[config.mk]
export PLATFORM = sky130hd
export DESIGN_NAME = ppm_frame_decoder_flat
export DESIGN_NICKNAME = d
export VERILOG_FILES = /design/src/design/ppmfd_pkg.sv /design/src/design/ppmfd_if.sv /design/src/design/ppmfd_regs.sv /design/src/design/ppm_frame_decoder.sv /design/src/flat_wrapper.sv
export SDC_FILE = /design/constraint.sdc
export NUM_CORES = 1
export LEC_CHECK = 0
export BUFFER_PORTS_ARGS = -buffer_cell sky130_fd_sc_hd__buf_4
export CAP_MARGIN = 25
export CORE_ASPECT_RATIO = 0.6
export CORE_MARGIN = 8
export CORE_UTILIZATION = 51
export DETAILED_ROUTE_END_ITERATION = 10
export PLACE_DENSITY = 0.81
export SLEW_MARGIN = 20
export SYNTH_ARGS = -nofsm -noshare
export SYNTH_HDL_FRONTEND = slang
export SYNTH_SLANG_ARGS = --single-unit
export TNS_END_PERCENT = 50
[constraint.sdc]
create_clock -name clk -period 7.84 [get_ports clk]
set_input_delay 0.784 -clock clk [delete_from_list [all_inputs] [get_ports clk]]
set_output_delay 0.784 -clock clk [all_outputs]
set_load 0.01 [all_outputs]
[src/design/ppmfd_pkg.sv]
// shared types, constants and register map for the ppm frame decoder
`default_nettype none
package ppmfd_pkg;

  localparam int unsigned MAX_CHANNELS = 8;
  localparam int unsigned CHAN_W = 12;
  localparam int unsigned GAP_W = 16;
  localparam int unsigned TIME_W = 32;
  localparam int unsigned CNT_W = 4;
  localparam int unsigned IDX_W = $clog2(MAX_CHANNELS);
  localparam int unsigned ADDR_W = 4;
  localparam int unsigned DATA_W = 32;

  typedef enum logic [2:0] {
    ST_RESYNC    = 3'd0,
    ST_FIRST     = 3'd1,
    ST_STORED    = 3'd2,
    ST_PUBLISHED = 3'd3,
    ST_DROPPED   = 3'd4
  } status_t;

  typedef enum logic [1:0] {
    REG_SYNC_MIN      = 2'd0,
    REG_PULSE_MIN     = 2'd1,
    REG_PULSE_MAX     = 2'd2,
    REG_CHANNEL_COUNT = 2'd3
  } reg_idx_t;

  localparam logic [GAP_W-1:0]  SYNC_MIN_RST      = 16'd2200;
  localparam logic [CHAN_W-1:0] PULSE_MIN_RST     = 12'd950;
  localparam logic [CHAN_W-1:0] PULSE_MAX_RST     = 12'd2050;
  localparam logic [CNT_W-1:0]  CHANNEL_COUNT_RST = 4'd8;

  typedef struct packed {
    logic [GAP_W-1:0]  sync_min;
    logic [CHAN_W-1:0] pulse_min;
    logic [CHAN_W-1:0] pulse_max;
    logic [CNT_W-1:0]  channel_count;
  } cfg_t;

endpackage
`default_nettype wire

[src/design/ppmfd_if.sv]
// word channels of the ppm frame decoder: edge input and decoded result
`default_nettype none
interface ppmfd_in_if;
  logic                             valid;
  logic                             ready;
  logic [ppmfd_pkg::TIME_W-1:0]     edge_time;

  modport source (output valid, output edge_time, input ready);
  modport sink   (input valid, input edge_time, output ready);
endinterface

interface ppmfd_out_if;
  logic                             valid;
  logic                             ready;
  logic [2:0]                       status;
  logic [ppmfd_pkg::GAP_W-1:0]      interval;
  logic                             update_flag;
  logic [ppmfd_pkg::CHAN_W-1:0]     chan0;
  logic [ppmfd_pkg::CHAN_W-1:0]     chan1;
  logic [ppmfd_pkg::CHAN_W-1:0]     chan2;
  logic [ppmfd_pkg::CHAN_W-1:0]     chan3;
  logic [ppmfd_pkg::CHAN_W-1:0]     chan4;
  logic [ppmfd_pkg::CHAN_W-1:0]     chan5;
  logic [ppmfd_pkg::CHAN_W-1:0]     chan6;
  logic [ppmfd_pkg::CHAN_W-1:0]     chan7;

  modport source (output valid, output status, output interval, output update_flag,
                  output chan0, output chan1, output chan2, output chan3,
                  output chan4, output chan5, output chan6, output chan7,
                  input ready);
  modport sink   (input valid, input status, input interval, input update_flag,
                  input chan0, input chan1, input chan2, input chan3,
                  input chan4, input chan5, input chan6, input chan7,
                  output ready);
endinterface
`default_nettype wire

[src/design/ppmfd_regs.sv]
// apb configuration registers of the ppm frame decoder
`default_nettype none
module ppmfd_regs (
  input  wire logic                           clk,
  input  wire logic                           rst_n,
  input  wire logic                           psel,
  input  wire logic                           penable,
  input  wire logic                           pwrite,
  input  wire logic [ppmfd_pkg::ADDR_W-1:0]   paddr,
  input  wire logic [ppmfd_pkg::DATA_W-1:0]   pwdata,
  output logic      [ppmfd_pkg::DATA_W-1:0]   prdata,
  output logic                                pready,
  output ppmfd_pkg::cfg_t                     cfg
);

  ppmfd_pkg::cfg_t    cfg_r;
  ppmfd_pkg::reg_idx_t idx;
  logic               wr_en;

  assign pready = 1'b1;
  assign idx    = ppmfd_pkg::reg_idx_t'(paddr[ppmfd_pkg::ADDR_W-1:2]);
  assign wr_en  = psel & penable & pwrite;
  assign cfg    = cfg_r;

  always_ff @(posedge clk) begin
    if (!rst_n) begin
      cfg_r.sync_min      <= ppmfd_pkg::SYNC_MIN_RST;
      cfg_r.pulse_min     <= ppmfd_pkg::PULSE_MIN_RST;
      cfg_r.pulse_max     <= ppmfd_pkg::PULSE_MAX_RST;
      cfg_r.channel_count <= ppmfd_pkg::CHANNEL_COUNT_RST;
    end else if (wr_en) begin
      case (idx)
        ppmfd_pkg::REG_SYNC_MIN:
          cfg_r.sync_min <= pwdata[ppmfd_pkg::GAP_W-1:0];
        ppmfd_pkg::REG_PULSE_MIN:
          cfg_r.pulse_min <= pwdata[ppmfd_pkg::CHAN_W-1:0];
        ppmfd_pkg::REG_PULSE_MAX:
          cfg_r.pulse_max <= pwdata[ppmfd_pkg::CHAN_W-1:0];
        ppmfd_pkg::REG_CHANNEL_COUNT:
          cfg_r.channel_count <= pwdata[ppmfd_pkg::CNT_W-1:0];
        default: ;
      endcase
    end
  end

  always_comb begin
    case (idx)
      ppmfd_pkg::REG_SYNC_MIN:
        prdata = {{(ppmfd_pkg::DATA_W-ppmfd_pkg::GAP_W){1'b0}}, cfg_r.sync_min};
      ppmfd_pkg::REG_PULSE_MIN:
        prdata = {{(ppmfd_pkg::DATA_W-ppmfd_pkg::CHAN_W){1'b0}}, cfg_r.pulse_min};
      ppmfd_pkg::REG_PULSE_MAX:
        prdata = {{(ppmfd_pkg::DATA_W-ppmfd_pkg::CHAN_W){1'b0}}, cfg_r.pulse_max};
      ppmfd_pkg::REG_CHANNEL_COUNT:
        prdata = {{(ppmfd_pkg::DATA_W-ppmfd_pkg::CNT_W){1'b0}}, cfg_r.channel_count};
      default:
        prdata = '0;
    endcase
  end

endmodule
`default_nettype wire

[src/design/ppm_frame_decoder.sv]
// ppm frame decoder top level: edge register, decode step, result register
//
//  channel | direction | handshake      | word
//  in_ch   | sink      | valid / ready  | edge_time
//  out_ch  | source    | valid / ready  | status, interval, update_flag, chan0..chan7
//  cfg     | apb slave | psel / penable | sync_min, pulse_min, pulse_max, channel_count
//
// one word per cycle while the result is not stalled; a word is held in the edge register and
// is then decoded into the result register when the result is free to advance.
// frame state advances in that same step: one subtract, a few compares, buffer writes.
// reset (synchronous, active low) clears frame state, buffers and both valid bits.
// a stalled result holds the result register; the edge register still takes a word
// while it is empty, then in_ch.ready drops until the result moves.
`default_nettype none
module ppm_frame_decoder (
  input  wire logic                           clk,
  input  wire logic                           rst_n,
  ppmfd_in_if.sink                            in_ch,
  ppmfd_out_if.source                         out_ch,
  input  wire logic                           psel,
  input  wire logic                           penable,
  input  wire logic                           pwrite,
  input  wire logic [ppmfd_pkg::ADDR_W-1:0]   paddr,
  input  wire logic [ppmfd_pkg::DATA_W-1:0]   pwdata,
  output logic      [ppmfd_pkg::DATA_W-1:0]   prdata,
  output logic                                pready
);

  localparam int unsigned NCH = ppmfd_pkg::MAX_CHANNELS;
  localparam int unsigned CW  = ppmfd_pkg::CHAN_W;

  ppmfd_pkg::cfg_t cfg;

  ppmfd_regs u_regs (
    .clk     (clk),
    .rst_n   (rst_n),
    .psel    (psel),
    .penable (penable),
    .pwrite  (pwrite),
    .paddr   (paddr),
    .pwdata  (pwdata),
    .prdata  (prdata),
    .pready  (pready),
    .cfg     (cfg)
  );

  // edge register
  logic                           in_vld_r;
  logic [ppmfd_pkg::TIME_W-1:0]   in_time_r;

  // frame state
  logic [ppmfd_pkg::TIME_W-1:0]   prev_time_r, prev_time_nxt;
  logic                           synced_r, synced_nxt;
  logic [ppmfd_pkg::CNT_W-1:0]    chan_idx_r, chan_idx_nxt;
  logic                           upd_r, upd_nxt;
  logic [CW-1:0]                  work_r [NCH];
  logic [CW-1:0]                  work_nxt [NCH];
  logic [CW-1:0]                  pub_r [NCH];
  logic [CW-1:0]                  pub_nxt [NCH];

  // result register
  logic                           out_vld_r;
  ppmfd_pkg::status_t             status_r, status_nxt;
  logic [ppmfd_pkg::GAP_W-1:0]    gap_r;

  logic                           advance;
  logic                           step;
  logic [ppmfd_pkg::GAP_W-1:0]    gap;
  logic [ppmfd_pkg::CNT_W-1:0]    frame_len;
  logic [ppmfd_pkg::CNT_W-1:0]    slot;
  logic [ppmfd_pkg::CNT_W-1:0]    slot_inc;
  logic                           is_sync;
  logic                           in_window;

  assign advance     = !out_vld_r || out_ch.ready;
  assign step        = in_vld_r && advance;
  assign in_ch.ready = !in_vld_r || advance;

  assign gap = in_time_r[ppmfd_pkg::GAP_W-1:0] - prev_time_r[ppmfd_pkg::GAP_W-1:0];

  always_comb begin
    if (cfg.channel_count == '0) begin
      frame_len = ppmfd_pkg::CNT_W'(1);
    end else if (cfg.channel_count > ppmfd_pkg::CNT_W'(NCH)) begin
      frame_len = ppmfd_pkg::CNT_W'(NCH);
    end else begin
      frame_len = cfg.channel_count;
    end
  end

  assign is_sync   = gap >= cfg.sync_min;
  assign in_window = (gap >= {{(ppmfd_pkg::GAP_W-CW){1'b0}}, cfg.pulse_min})
                  && (gap <= {{(ppmfd_pkg::GAP_W-CW){1'b0}}, cfg.pulse_max});
  // index left over from a longer frame setting restarts at zero
  assign slot      = (chan_idx_r >= frame_len) ? '0 : chan_idx_r;
  assign slot_inc  = slot + ppmfd_pkg::CNT_W'(1);

  always_comb begin
    prev_time_nxt = in_time_r;
    synced_nxt    = synced_r;
    chan_idx_nxt  = chan_idx_r;
    upd_nxt       = upd_r;
    status_nxt    = ppmfd_pkg::ST_DROPPED;
    work_nxt      = work_r;
    pub_nxt       = pub_r;
    if (synced_r) begin
      if (is_sync) begin
        chan_idx_nxt = '0;
        upd_nxt      = 1'b1;
        status_nxt   = ppmfd_pkg::ST_RESYNC;
      end else if (in_window) begin
        work_nxt[slot[ppmfd_pkg::IDX_W-1:0]] = gap[CW-1:0];
        if (slot_inc >= frame_len) begin
          for (int k = 0; k < NCH; k++) begin
            if (ppmfd_pkg::CNT_W'(k) < frame_len) begin
              pub_nxt[k] = work_nxt[k];
            end
          end
          chan_idx_nxt = '0;
          status_nxt   = ppmfd_pkg::ST_PUBLISHED;
        end else begin
          chan_idx_nxt = slot_inc;
          status_nxt   = ppmfd_pkg::ST_STORED;
        end
      end else begin
        synced_nxt = 1'b0;
        status_nxt = ppmfd_pkg::ST_DROPPED;
      end
    end else if (is_sync) begin
      synced_nxt   = 1'b1;
      chan_idx_nxt = '0;
      upd_nxt      = 1'b0;
      status_nxt   = ppmfd_pkg::ST_FIRST;
    end
  end

  always_ff @(posedge clk) begin
    if (!rst_n) begin
      in_vld_r    <= 1'b0;
      out_vld_r   <= 1'b0;
      prev_time_r <= '0;
      synced_r    <= 1'b0;
      chan_idx_r  <= '0;
      upd_r       <= 1'b0;
      for (int k = 0; k < NCH; k++) begin
        work_r[k] <= '0;
        pub_r[k]  <= '0;
      end
    end else begin
      if (in_ch.ready) begin
        in_vld_r <= in_ch.valid;
      end
      if (advance) begin
        out_vld_r <= in_vld_r;
      end
      if (step) begin
        prev_time_r <= prev_time_nxt;
        synced_r    <= synced_nxt;
        chan_idx_r  <= chan_idx_nxt;
        upd_r       <= upd_nxt;
        work_r      <= work_nxt;
        pub_r       <= pub_nxt;
      end
    end
  end

  always_ff @(posedge clk) begin
    if (in_ch.ready && in_ch.valid) begin
      in_time_r <= in_ch.edge_time;
    end
    if (step) begin
      status_r <= status_nxt;
      gap_r    <= gap;
    end
  end

  // flag and channels come straight from state, which only moves with the result
  assign out_ch.valid       = out_vld_r;
  assign out_ch.status      = status_r;
  assign out_ch.interval    = gap_r;
  assign out_ch.update_flag = upd_r;
  assign out_ch.chan0       = pub_r[0];
  assign out_ch.chan1       = pub_r[1];
  assign out_ch.chan2       = pub_r[2];
  assign out_ch.chan3       = pub_r[3];
  assign out_ch.chan4       = pub_r[4];
  assign out_ch.chan5       = pub_r[5];
  assign out_ch.chan6       = pub_r[6];
  assign out_ch.chan7       = pub_r[7];

endmodule
`default_nettype wire

[src/flat_wrapper.sv]
// flat-port wrapper written by rule: the top's interface ports become plain ports
module ppm_frame_decoder_flat 
  (clk, rst_n, psel, penable, pwrite, paddr, pwdata, prdata, pready, in_ch_valid, in_ch_edge_time, in_ch_ready, out_ch_valid, out_ch_status, out_ch_interval, out_ch_update_flag, out_ch_chan0, out_ch_chan1, out_ch_chan2, out_ch_chan3, out_ch_chan4, out_ch_chan5, out_ch_chan6, out_ch_chan7, out_ch_ready);
  ppmfd_in_if in_ch_i ();
  ppmfd_out_if out_ch_i ();
  input  wire logic clk;
  input  wire logic rst_n;
  input  wire logic psel;
  input  wire logic penable;
  input  wire logic pwrite;
  input  wire logic [ppmfd_pkg::ADDR_W-1:0] paddr;
  input  wire logic [ppmfd_pkg::DATA_W-1:0] pwdata;
  output logic      [ppmfd_pkg::DATA_W-1:0] prdata;
  output logic pready;
  input wire logic [$bits(in_ch_i.valid)-1:0] in_ch_valid;
  input wire logic [$bits(in_ch_i.edge_time)-1:0] in_ch_edge_time;
  output wire logic [$bits(in_ch_i.ready)-1:0] in_ch_ready;
  output wire logic [$bits(out_ch_i.valid)-1:0] out_ch_valid;
  output wire logic [$bits(out_ch_i.status)-1:0] out_ch_status;
  output wire logic [$bits(out_ch_i.interval)-1:0] out_ch_interval;
  output wire logic [$bits(out_ch_i.update_flag)-1:0] out_ch_update_flag;
  output wire logic [$bits(out_ch_i.chan0)-1:0] out_ch_chan0;
  output wire logic [$bits(out_ch_i.chan1)-1:0] out_ch_chan1;
  output wire logic [$bits(out_ch_i.chan2)-1:0] out_ch_chan2;
  output wire logic [$bits(out_ch_i.chan3)-1:0] out_ch_chan3;
  output wire logic [$bits(out_ch_i.chan4)-1:0] out_ch_chan4;
  output wire logic [$bits(out_ch_i.chan5)-1:0] out_ch_chan5;
  output wire logic [$bits(out_ch_i.chan6)-1:0] out_ch_chan6;
  output wire logic [$bits(out_ch_i.chan7)-1:0] out_ch_chan7;
  input wire logic [$bits(out_ch_i.ready)-1:0] out_ch_ready;
  assign in_ch_i.valid = in_ch_valid;
  assign in_ch_i.edge_time = in_ch_edge_time;
  assign in_ch_ready = in_ch_i.ready;
  assign out_ch_valid = out_ch_i.valid;
  assign out_ch_status = out_ch_i.status;
  assign out_ch_interval = out_ch_i.interval;
  assign out_ch_update_flag = out_ch_i.update_flag;
  assign out_ch_chan0 = out_ch_i.chan0;
  assign out_ch_chan1 = out_ch_i.chan1;
  assign out_ch_chan2 = out_ch_i.chan2;
  assign out_ch_chan3 = out_ch_i.chan3;
  assign out_ch_chan4 = out_ch_i.chan4;
  assign out_ch_chan5 = out_ch_i.chan5;
  assign out_ch_chan6 = out_ch_i.chan6;
  assign out_ch_chan7 = out_ch_i.chan7;
  assign out_ch_i.ready = out_ch_ready;
  ppm_frame_decoder u_core (.clk(clk), .rst_n(rst_n), .in_ch(in_ch_i), .out_ch(out_ch_i), .psel(psel), .penable(penable), .pwrite(pwrite), .paddr(paddr), .pwdata(pwdata), .prdata(prdata), .pready(pready));
endmodule
[Word-level counts from Yosys, hierarchy flattened]
Cells that the tools add are included.
Word-level totals
  bits in registers: 295
  latch bits: 0
  RAM bits: 0
  ROM bits: 0
  input port bits: 75
  word-level logic and storage cells: 105
  memories: 0
Operators by class
  add/sub/neg operators: 2
  multipliers: 0
  div/mod/pow operators: 0
  $lt $le $gt $ge: 16
  equality and inequality tests: 3
  shift-type cells: 0
  mux-type cells: 24
  bitwise logic cells: 4
  reduce and logical (&&, ||, !) cells: 27
Operators with widths (number)
  case mux 32 bit (4 select lines): 1
  bitwise mux 96 bit: 1
  AND reduction 6 bit: 8
  demux 12 bit (select 3 bit): 1
  two-way mux 4 bit: 8
  greater-or-equal comparator 16 x 12 -> 1 bit: 1
  greater-or-equal comparator 16 bit: 1
  <= comparator 16 x 12 -> 1 bit: 1
  < comparator 3 x 4 -> 1 bit (first input constant): 4
  subtractor 16 bit: 1
  two-way mux 12 bit: 1
  two-way mux 3 bit: 4
  AND reduction 2 bit: 5
  greater-or-equal comparator 4 bit: 2
  < comparator 1 x 4 -> 1 bit (first input constant): 2
  < comparator 2 x 4 -> 1 bit (first input constant): 2
  two-way mux 1 bit: 8
  adder 4 x 1 -> 4 bit (second input constant): 1
  equality test 2 bit (second input constant): 2
  greater-or-equal comparator 4 bit (second input constant): 1
  > comparator 4 bit (second input constant): 1
  logical AND 1 bit: 4
  zero test 4 bit: 1
  < comparator 4 x 1 -> 1 bit (second input constant): 1
  other kinds (10): 14

[Depth between registers and ports, before layout]
Gate-level depths: netlist of run 1.
  word-level depth: 11
  mapped depth: 20
  gate-level depth less buffers: 17

[Modules after synthesis]
A second synthesis of run 1 with hierarchy kept.
Second synthesis, totals
  cells, all modules: 1640
  area, all modules: 14771.7 µm²
Modules (own cells, without submodules)
  ppm_frame_decoder: instances 1, cells an instance 1399, area each 12573.3 µm², seq. area each 5375.2 µm²
  ppmfd_regs: instances 1, cells an instance 241, area each 2198.4 µm², seq. area each 880.8 µm²

[Least setup slack after synthesis of run 1]
Ideal clock, no wire load.
  path type: reg2reg
  start point: reg u_core.in_time_r[0] (netlist name)
  end point: reg u_core.pub_r, in the netlist u_core.out_ch.chan1[10]
  data arrival time: 4.652 ns
  required time: 7.714 ns
  setup slack: 3.062 ns
  cell stages (with the launch flop): 20
  path buffers: 2
  cell sequence: edfxtp_1 > inv_1 > ha_1 > inv_1 > fa_1 > a21o_1 > a31o_2 > a2111oi_0 > o31a_1 > clkbuf_1 > nor2_1 > ha_1 > a211oi_1 > o21ai_0 > a221oi_1 > o21ai_1 > a2111oi_4 > nand4_1 > buf_2 > mux2i_1
On the way
  word-level cells in the longest chain between the ends: 4
  elaborated cells on any way between the ends: 8
  those cells by class: 1 x add/sub; 3 x order compare; 1 x mux; 1 x bitwise; 2 x reduce/logical
Ends and longest elaborated chain
  start, declared: RTL line ppm_frame_decoder.sv:49  | logic [ppmfd_pkg::TIME_W-1:0] in_time_r;
  start signal, assigned: RTL line ppm_frame_decoder.sv:169  | in_time_r <= in_ch.edge_time;
  subtractor 16 bit (*): RTL line ppm_frame_decoder.sv:79  | assign gap = in_time_r[ppmfd_pkg::GAP_W-1:0] - prev_time_r[ppmfd_pkg::GAP_W-1:0];
  net u_core.gap (one bit): RTL line ppm_frame_decoder.sv:68  | logic [ppmfd_pkg::GAP_W-1:0] gap;
  greater-or-equal comparator 16 x 12 -> 1 bit, or another cell as far along: RTL line ppm_frame_decoder.sv:92  | assign in_window = (gap >= {{(ppmfd_pkg::GAP_W-CW){1'b0}}, cfg.pulse_min})
  logical AND 1 bit or NOT 1 bit (tied branches)
  AND reduction 6 bit (no line) (*)
  end signal, assigned: RTL line ppm_frame_decoder.sv:162  | pub_r <= pub_nxt;
  end, declared: RTL line ppm_frame_decoder.sv:58  | logic [CW-1:0] pub_r [NCH];
Mark *: on every way through the listed nets, which the timed path passes. The rest lies on a longest branch.
A chain may end at the register's enable or synchronous reset.

[Worst setup path in the final report of run 1]
  start point: reg u_core.in_time_r[4] (netlist name)
  end point: reg u_core.work_r[58] (netlist name)
On the way
  word-level cells in the longest chain between the ends: 4
  elaborated cells on any way between the ends: 8
  those cells by class: 1 x add/sub; 3 x order compare; 1 x mux; 1 x bitwise; 2 x reduce/logical
Ends and longest elaborated chain
  subtractor 16 bit (*): RTL line ppm_frame_decoder.sv:79
  net u_core.gap (one bit): RTL line ppm_frame_decoder.sv:68
  greater-or-equal comparator 16 x 12 -> 1 bit, or another cell as far along: RTL line ppm_frame_decoder.sv:92
  logical AND 1 bit or NOT 1 bit (tied branches)
  AND reduction 4 bit (no line) (*)
  end signal, assigned: RTL line ppm_frame_decoder.sv:161  | work_r <= work_nxt;
  end, declared: RTL line ppm_frame_decoder.sv:56  | logic [CW-1:0] work_r [NCH];
Marked as above.

==> results of run 1 <==
==> cells by family after synthesis <==
group	Yosys count	synth area share, %
adders and majority gates	63	5.38
other	2	0.0508
buffers and inverters	206	5.97
AOI/OAI and AO/OA	267	12.2
xor gates and xnor gates	9	0.533
DFF	295	42.3
and+or+nand+nor	640	18.4
muxes	218	15.2
==> sequential cells by signal (all words and copies together) (netlist names) <==
name                       flops
u_core.work_r                 96
u_core.chan_idx_r              4
u_core.synced_r                1
u_core.out_ch.chan3           12
u_core.prev_time_r            16
u_core.out_ch.chan1           12
u_core.u_regs.cfg             44
u_core.out_ch.chan6           12
u_core.out_ch.chan2           12
u_core.out_ch.status           3
u_core.out_ch.chan0           12
u_core.out_ch.chan7           12
u_core.in_time_r              16
u_core.out_ch.update_flag      1
u_core.out_ch.chan5           12
u_core.out_ch.interval        16
u_core.out_ch.valid            1
u_core.in_vld_r                1
u_core.out_ch.chan4           12
==> layout by cell type, fill, tap and decap left out, drive strengths merged, types with 5 or more instances in the layout <==
cell type    n
and2         6
nand3       13
nand2      517
buf        212
a211oi       6
nand2b       7
nand4       21
o21ai       84
mux2         9
edfxtp      35
mux2i      205
conb        17
clkinv       6
nor2        31
dfxtp      260
o211ai      30
inv         82
a41oi        5
o31ai       26
a21o         9
nor2b       12
and3         7
ha          62
nor3         9
xnor2        5
a21boi      45
a21oi       33
clkbuf      40
==> worst reg2reg max path: cells and delay by family, from the launching register on <==
kind                       cells  cell delay [ns]
AOI/OAI and AO/OA              7             2.62
muxes                          1             0.30
DFF                            1             0.41
adders and majority gates      2             0.77
and+or+nand+nor                2             1.27
buffers and inverters          2             0.64
==> final timing paths <==
path | slack [ns] | cells after the start | to | startpoint
worst max-delay path | 1.74 | 14 | u_core.work_r[58] | u_core.in_time_r[4]
worst min-delay path | 0.40 | 1 | u_core.in_time_r[3] | in_ch_edge_time[3]
worst max register to register | 1.74 | 14 | u_core.work_r[58] | u_core.in_time_r[4]
worst min register to register | 0.46 | 2 | u_core.out_ch.chan6[10] | u_core.out_ch.chan6[10]
==> per-stage QoR <==
| stage | cell area, µm² | setup slack [ns] |
|---|---|---|
| finish | 17200 | 1.74 |
| global placement | 16300 | 2.30 |
| CTS | 17200 | 2.02 |
| detailed placement | 16300 | 2.07 |
| floorplan | 14800 | 3.06 |
| global route | 17200 | 1.51 |
==> layer usage <==
layer,global-route usage [%],up-vias
li1,-,5999
met2,36.5,511
met1,32.0,5965
met3,5.54,76
met4,5.51,2
met5,0,-
==> power breakdown <==
| group | switching [mW] | total [mW] | internal, mW |
|---|---|---|---|
| clock | 0.591 | 1.34 | 0.753 |
| combinational | 0.335 | 0.485 | 0.150 |
| sequential | 0.0128 | 1.57 | 1.55 |
==> final cells by class <==
type                            count  area, µm²
Clock buffer                       40        850
Tap cell                          375        469
Inverter                           81        304
Fill cell                        2394      11400
Multi-Input combinational cell   1214       7710
Timing Repair Buffer              212       1600
Clock inverter                      8       52.6
Sequential cell                   295       6260
==> impl_metrics.ini, run 1 <==
[yosys]
synth_area_leaders = sky130_fd_sc_hd__dfxtp_1, sky130_fd_sc_hd__mux2i_1, sky130_fd_sc_hd__nand2_1, sky130_fd_sc_hd__edfxtp_1, sky130_fd_sc_hd__ha_1
netlist_instances = 1700
synth_seq_area_share_pct = 42.3
synth_common_cells = sky130_fd_sc_hd__nand2_1, sky130_fd_sc_hd__dfxtp_1, sky130_fd_sc_hd__mux2i_1
async_flop_share_pct = 0
post_synth.cell_area_avg_um2 = 8.70
synth_warnings = 0
number_of_enable_type_register_cells_in_the_synthesized_netlist = 35
synth_top_flop_cell = sky130_fd_sc_hd__dfxtp_1
netlist_area_mm2 = 0.0148
count_of_cell_types_in_the_netlist = 70
flip_flop_and_latch_count_after_synthesis = 295
post-synth-top-count-cell = sky130_fd_sc_hd__nand2_1
post-synth-top-area-fraction_pct = 35.2
synth_top_cell_by_area = sky130_fd_sc_hd__dfxtp_1

[timing]
max_slew_margin_pct = 27.5
fmax_mhz = 164
finalClockSkew_ns = 0.0218
grt_setup_unrepaired = false
layout_min_cycle_time_ns = 6.10
finalSetupTns_ns = 0
final-setup-viol-count = 0
worst_slew_pin_slew_ns = 1.09
layout_worst_path_cycle_share_pct = 77.8
hold_slack_ns = 0.404
finalHoldViolCount = 0
timing_max_transition_violations_final = 0

[global_route]
grt_antenna_before_repair = 2
grt_start_max_net_pins = 135
grt.overflow.total = 0
grtUsageTotal_pct = 23.2
first_pass_grt_wire_length_um = 66000
grt_pass1_vias = 12146

[detailed_routing]
antenna_violating_nets_post_route = 0
route.detailed.wl_per_inst_um = 19.0
met1Wirelength_um = 19000
wl_um = 42300
route.top_layer_used = met5
met3RoutedLength_um = 3790
drt-pass1-iter-count = 6
drc = 0
dr_wl_met2_um = 18700
detailedRoute.firstIterationViolations = 1278
route.detailed.vias_per_inst = 5.64
routed-via-count = 12553

[worst_setup_path]
crit_path_max_incr_delay_ns = 0.98
crit_chain = ha_1 > a21oi_1 > o2bb2ai_1 > o311ai_0 > o311a_1 > inv_1 > ha_1 > a21oi_1 > o21ai_0 > o311ai_0 > and3_1 > buf_4 > nand4_4 > mux2i_1
cp_slowest_cell = sky130_fd_sc_hd__and3_1
cp_data_arrival_time_ns = 6.56
critPathLaunchType = flop
cp_top_family = compound AO/OA/AOI/OAI gates
worst-setup-path-type = reg -> reg
endpoint_kind = flop
critPathRequiredTime_ns = 8.30
critPathBufInv = 2
crit_fanout = 20

[floorplan]
area_of_the_die_mm2 = 0.0349
placement_rows = 48
initial_utilization_pct = 51.6
dieWidth_um = 236
placeableCoreArea_mm2 = 0.0286
die_height_um = 148
number_of_ports_placed_on_the_die_boundary = 226

[clocking]
cts_resized = 0
tritoncts = yes
clk_path_buf_depth = 3
postCtsSetupRepairBufs = 0
clock_insertion_delay_worst_skew_ns = 0.57
cts_hold_buf = 0
root_buffer = sky130_fd_sc_hd__clkbuf_16
htreeDepth = 1
cts_buffers = 28
clock_sinks = 295
clkSlewWorstSetupHoldPaths_ns = 0.06

[finish]
num-nets-final = 1970
n_antenna_cell = 0
fin_cells = 2225
area.growth.synth_to_final_pct = 16.6
final_util_pct = 60.2
post_route_cells_drive_above_1_share_pct = 15.5

[pwr]
p_total_mw = 3.40
power.leakage_nw = 8.02
ir_worst_vdd_uv = 157
cellPowerDensity_mw_per_mm2 = 197

[placed_design]
hpwl_um = 29700
gp_routability_congestion = 0.876
dp.cells = 2177
place.port_buffers = 174

[min_path]
hold_class = in -> reg

[run_status]
status = complete, no violations

[job]
cap_violations = 0
No activity file was read; power rests on OpenSTA's default activity.
==> run 2: changes to the inputs <==
--- a/config.mk
+++ b/config.mk
@@ -5,6 +5,7 @@
 export SDC_FILE = /design/constraint.sdc
 export NUM_CORES = 1
 export LEC_CHECK = 0
+export ABC_AREA = 1
 export BUFFER_PORTS_ARGS = -buffer_cell sky130_fd_sc_hd__buf_4
 export CAP_MARGIN = 25
 export CORE_ASPECT_RATIO = 0.6
==> constraint.sdc (replaced) <==
create_clock -name clk -period 6 [get_ports clk]
set_input_delay 0.6 -clock clk [delete_from_list [all_inputs] [get_ports clk]]
set_output_delay 0.6 -clock clk [all_outputs]
set_load 0.01 [all_outputs]
==> run 2 against run 1 <==
Against the previous run: flip-flop and latch count did not move; cell count rose by 14%; combinational power rose by 57%; final area fell by 1.7%; sequential power rose by 31%; fmax rose by 20%; die area fell by 2.3%; non-clock buffer count fell by 12; worst setup slack got worse by 0.83 ns; register-to-register slack got worse by 0.83 ns; sequential share of layout area rose by 0.63 points; synthesized area fell by 2.5%; largest power group unchanged; highest routed layer unchanged.
==> impl_metrics.ini, run 2 <==
[run_status]
status = complete, no violations

[worst_setup_path]
crit_path_max_incr_delay_ns = 0.48
cp_common_cell = sky130_fd_sc_hd__nand2_1
endpoint_kind = flop
cp_slowest_cell = sky130_fd_sc_hd__buf_4
cp_data_arrival_time_ns = 5.54
crit_chain = buf_4 > inv_2 > nand2_1 > nor2_1 > a21oi_1 > inv_1 > ha_1 > nand4_1 > nand4_1 > nor2_1 > nand2_1 > inv_1 > nor2_1 > ha_1 > nand2_1 > inv_1 > nand2_1 > nand2_2 > nand2_1 > nor2_4 > buf_4 > nand3_1 > nand2_1 > nor2_1
crit_fanout = 48
cp_top_family = simple AND/OR/NAND/NOR gates
critPathBufInv = 6
critPathLaunchType = flop
worst-setup-path-type = reg -> reg
critPathRequiredTime_ns = 6.45

[timing]
layout_min_cycle_time_ns = 5.09
finalSetupTns_ns = 0
layout_worst_path_cycle_share_pct = 84.8
max_slew_margin_pct = 28.8
timing_max_transition_violations_final = 0
worst_slew_pin_slew_ns = 1.06
final-setup-viol-count = 0
fmax_mhz = 196
finalClockSkew_ns = 0.0211
finalHoldViolCount = 0
grt_setup_unrepaired = false

[placed_design]
place.port_buffers = 174
dp.cells = 2486
gp_routability_congestion = 0.886
hpwl_um = 29700

[yosys]
async_flop_share_pct = 0
count_of_cell_types_in_the_netlist = 45
post-synth-top-count-cell = sky130_fd_sc_hd__nand2_1
synth_seq_area_share_pct = 43.4
flip_flop_and_latch_count_after_synthesis = 295
synth_common_cells = sky130_fd_sc_hd__nand2_1, sky130_fd_sc_hd__dfxtp_1, sky130_fd_sc_hd__inv_1
post_synth.cell_area_avg_um2 = 7.14
post-synth-top-area-fraction_pct = 36.1
synth_area_leaders = sky130_fd_sc_hd__dfxtp_1, sky130_fd_sc_hd__nand2_1, sky130_fd_sc_hd__edfxtp_1, sky130_fd_sc_hd__o21ai_0, sky130_fd_sc_hd__inv_1
synth_top_flop_cell = sky130_fd_sc_hd__dfxtp_1
netlist_area_mm2 = 0.0144
synth_top_cell_by_area = sky130_fd_sc_hd__dfxtp_1
number_of_enable_type_register_cells_in_the_synthesized_netlist = 35
synth_warnings = 0
netlist_instances = 2019

[global_route]
global_route.peak_usage_layer = met2
groute.layer.met3.usage_pct = 4.84
grt_start_max_net_pins = 99
grt.overflow.total = 0
grt_antenna_before_repair = 2
use_met1_pct = 33.0
first_pass_grt_wire_length_um = 64700
grtUsageTotal_pct = 23.1
grt_pass1_vias = 12334
globalRouteMet2Util_pct = 35.2

[finish]
largest-register = u_core.work_r
largest_reg_flops = 96
area.growth.synth_to_final_pct = 17.5
num-nets-final = 2287
mostFrequentLayoutCells = sky130_fd_sc_hd__nand2_1, sky130_fd_sc_hd__dfxtp_1, sky130_fd_sc_hd__inv_1
final.fill_count = 2461
mostFrequentLayoutCell = sky130_fd_sc_hd__nand2_1
n_antenna_cell = 0
post_route_cells_drive_above_1_share_pct = 13.4
final_util_pct = 61.2
fin_cells = 2538

[pwr]
power.leakage_nw = 7.49
ir_worst_vdd_uv = 195
cellPowerDensity_mw_per_mm2 = 285

[clocking]
postCtsSetupRepairBufs = 0
clkSlewWorstSetupHoldPaths_ns = 0.07
cts_buffers = 28
clock_sinks = 295
cts_hold_buf = 0
clk_path_buf_depth = 3
tritoncts = yes
htreeDepth = 1
clock_insertion_delay_worst_skew_ns = 0.56
root_buffer = sky130_fd_sc_hd__clkbuf_16
cts_resized = 0

[job]
cap_violations = 0

[detailed_routing]
wl_um = 41600
antenna_violating_nets_post_route = 0
routed-via-count = 13534
drt-pass1-iter-count = 6
route.detailed.vias_per_inst = 5.33
drc = 0
route.detailed.wl_per_inst_um = 16.4
detailedRoute.firstIterationViolations = 1615

[floorplan]
placeableCoreArea_mm2 = 0.0277
area_of_the_die_mm2 = 0.0341
number_of_ports_placed_on_the_die_boundary = 226
dieWidth_um = 233
placement_rows = 47
die_height_um = 146
initial_utilization_pct = 52.1

[min_path]
hold_class = in -> reg
-- run 2: worst paths after layout --
| check | startpoint | to | slack [ns] | cells past startpoint |
|---|---|---|---|---|
| worst max-delay path | u_core.u_regs.cfg[3] | u_core.out_ch.chan5[3] | 0.91 | 24 |
| worst min-delay path | in_ch_edge_time[15] | u_core.in_time_r[15] | 0.22 | 1 |
| worst max register to register | u_core.u_regs.cfg[3] | u_core.out_ch.chan5[3] | 0.91 | 24 |
| worst min register to register | u_core.work_r[65] | u_core.work_r[65] | 0.44 | 2 |
-- run 2: cells by family after synthesis --
family                   share of synthesized area [%]
buffers and inverters                             10.8
other                                           0.0521
adder cells (fa/ha/maj)                           5.52
flip-flops                                        43.4
XOR/XNOR                                         0.668
AND/OR/NAND/NOR                                   24.7
AO/OA/AOI/OAI                                     14.9
-- run 2: report_power, final --
group	total, mW	switching [mW]	internal, mW
clock	2.01	0.802	1.20
combinational	0.761	0.528	0.233
sequential	2.06	0.0164	2.04
-- run 2: per-layer routing --
layer	wire length [µm]	up-vias	part of all wire [%]
met1	18900	6226	45
met5	13	-	0.031
met3	3750	81	9.0
li1	-	6692	-
met2	18000	533	43
met4	952	2	2.3
-- run 2: layout make-up --
type | count | area [µm²] | share of cell area (%)
well taps | 367 | 459 | 2.71
repair buffers | 200 | 1530 | 9.05
flip-flops and latches | 295 | 6260 | 36.9
multi-input cells | 1366 | 6680 | 39.4
inverters | 258 | 968 | 5.72
clock buffers | 34 | 796 | 4.70
clock inverters | 18 | 250 | 1.48
-- run 2: stage by stage --
step / hold slack (ns) / setup WS (ns) / power [mW] / area (µm²)
3_5_place_dp: 0.428 / 1.10 / 2.84 / 15900
5_1_grt: 0.200 / 0.485 / 4.99 / 16900
2_1_floorplan: 0.418 / 2.28 / 2.55 / 14500
4_1_cts: 0.204 / 1.04 / 4.82 / 16900
6_report: 0.222 / 0.909 / 4.82 / 16900
3_3_place_gp: 0.423 / 1.19 / 2.82 / 15900
==> run 3: changes to the inputs <==
--- a/config.mk
+++ b/config.mk
@@ -12,7 +12,7 @@
 export CORE_MARGIN = 8
 export CORE_UTILIZATION = 51
 export DETAILED_ROUTE_END_ITERATION = 10
-export PLACE_DENSITY = 0.81
+export PLACE_DENSITY = 0.84
 export SLEW_MARGIN = 20
 export SYNTH_ARGS = -nofsm -noshare
 export SYNTH_HDL_FRONTEND = slang
==> constraint.sdc (replaced) <==
create_clock -name clk -period 4.6 [get_ports clk]
set_input_delay 0.46 -clock clk [delete_from_list [all_inputs] [get_ports clk]]
set_output_delay 0.46 -clock clk [all_outputs]
set_load 0.01 [all_outputs]
==> run 3 against run 2 <==
Against the previous run: clock-buffer cell count up 3; highest routed layer is now met4; flip-flop and latch count unchanged; final area up 0.22%; largest cell class unchanged.
==> impl_metrics.ini, run 3 (synthesis gave the netlist of run 2 again) <==
[timing]
layout_worst_path_cycle_share_pct = 94.6
max_slew_margin_pct = 32.5
final-setup-viol-count = 0
worst_slew_pin_slew_ns = 1.01
layout_min_cycle_time_ns = 4.35
fmax_mhz = 230
finalClockSkew_ns = 0.0151
timing_max_transition_violations_final = 0
finalHoldViolCount = 0

[finish]
fin_cells = 2549
largest-register = u_core.work_r
largest_reg_flops = 96
mostFrequentLayoutCell = sky130_fd_sc_hd__nand2_1
stdcell_area_mm2 = 0.0170
mostFrequentLayoutCells = sky130_fd_sc_hd__nand2_1, sky130_fd_sc_hd__dfxtp_1, sky130_fd_sc_hd__inv_1
post_route_cells_drive_above_1_share_pct = 13.6
area.growth.synth_to_final_pct = 17.8
num-nets-final = 2297

[worst_setup_path]
crit_fanout = 72
cp_common_cell = sky130_fd_sc_hd__nand2_1
crit_path_max_incr_delay_ns = 0.42
cp_slowest_cell = sky130_fd_sc_hd__fa_1
endpoint_kind = flop
critPathLaunchType = flop
critical_path.reg2reg.startpoint = u_core.in_time_r[0]
worst-setup-path-type = reg -> reg
critPathRequiredTime_ns = 5.03
cp_data_arrival_time_ns = 4.78
crit_path_start = u_core.in_time_r[0]

[pwr]
netSwitchingPower_mw = 1.71
ir_worst_vdd_uv = 290
power.leakage_nw = 7.50
reg_power_share_pct = 44.8
p_total_mw = 6.00
share_comb_of_total_power_pct = 16.9
power.share.switching_pct = 28.5
cellPowerDensity_mw_per_mm2 = 353
cell_internal_pwr_mw = 4.29
p_clk_share_pct = 38.3

[floorplan]
die_height_um = 146
placeableCoreArea_mm2 = 0.0277
placement_rows = 47
initial_utilization_pct = 52.1
number_of_ports_placed_on_the_die_boundary = 226
dieWidth_um = 233
area_of_the_die_mm2 = 0.0341

[placed_design]
dp.cells = 2497
place.port_buffers = 174
gp_routability_congestion = 0.889
hpwl_um = 29300
placedInstanceArea_mm2 = 0.0160

[run_status]
status = complete, no violations

[clocking]
clk_path_buf_depth = 3
clock_insertion_delay_worst_skew_ns = 0.56
clock_sinks = 295
tritoncts = yes
root_buffer = sky130_fd_sc_hd__clkbuf_16
htreeDepth = 1
clkSlewWorstSetupHoldPaths_ns = 0.07
postCtsSetupRepairBufs = 0
cts_hold_buf = 0
cts_buffers = 27

[detailed_routing]
route.detailed.vias_per_inst = 5.33
drc = 0
routed-via-count = 13574
wl_um = 41500
route.detailed.wl_per_inst_um = 16.3
antenna_violating_nets_post_route = 0
drt-pass1-iter-count = 9
detailedRoute.firstIterationViolations = 1430

[global_route]
grt_pass1_vias = 12681
grt.overflow.total = 0
grt_start_max_net_pins = 169
first_pass_grt_wire_length_um = 65700
grtUsageTotal_pct = 23.2
grt_antenna_before_repair = 4

[min_path]
hold_class = in -> reg
hold_path.startpoint = in_ch_edge_time[2]

[job]
cap_violations = 0
run 3: worst paths after layout:
kind                    endpoint  cells after the start  slack [ns]
min reg2reg    u_core.work_r[70]                      2        0.44
max            u_core.work_r[26]                     25        0.25
max reg2reg    u_core.work_r[26]                     25        0.25
min          u_core.in_time_r[2]                      1        0.08
run 3: metrics by stage:
| step | util [%] | setup TNS (ns) | setup WS (ns) | hold slack [ns] |
|---|---|---|---|---|
| after floorplan | - | 0 | 0.882 | 0.418 |
| after global placement | 57.9 | 0 | 0.421 | 0.424 |
| after detailed placement | 57.9 | 0 | 0.222 | 0.430 |
| after CTS | 61.1 | 0 | 0.181 | 0.0556 |
| after global routing | 61.3 | -0.0370 | -0.0143 | 0.0583 |
| final | 61.3 | 0 | 0.250 | 0.0799 |
run 3: critical path, delay by kind of cell, from the launching register on:
kind	cells	cell delay [ns]
adders and majority gates	3	0.86
AOI/OAI and AO/OA	3	0.28
DFF	1	0.36
buffers and inverters	6	0.92
xor gates and xnor gates	1	0.18
and+or+nand+nor	12	1.56
run 3: what timing repair did:
item	in CTS	in global routing
setup endpoints to repair	0	104
gates resized for setup	0	8
hold endpoints to repair	0	0
run 3: area by class of cell:
cell class | instances | area [µm²]
Sequential cell | 295 | 6260
Timing Repair Buffer | 211 | 1670
Clock buffer | 37 | 786
Clock inverter | 12 | 108
Multi-Input combinational cell | 1366 | 6720
Inverter | 258 | 968
Antenna cell | 3 | 7.51
Tap cell | 367 | 459
Fill cell | 2420 | 10700
run 3: power by group through the flow:
stage	registers, mW	clock network [mW]	logic (mW)
2_1_floorplan	2.74	0	0.581
5_1_grt	2.69	2.44	1.11
4_1_cts	2.68	2.33	0.979
3_3_place_gp	2.74	0	0.941
3_5_place_dp	2.74	0	0.973
6_report	2.68	2.30	1.01
run 3: per-layer routing:
layer	up-vias	routed length (µm)	part of all wire [%]	global-route usage (%)
met3	74	3900	9.4	6.40
li1	6713	-	-	-
met4	0	1110	2.7	6.89
met2	534	18000	43	35.2
met1	6253	18500	44	31.9
met5	-	0	0	0
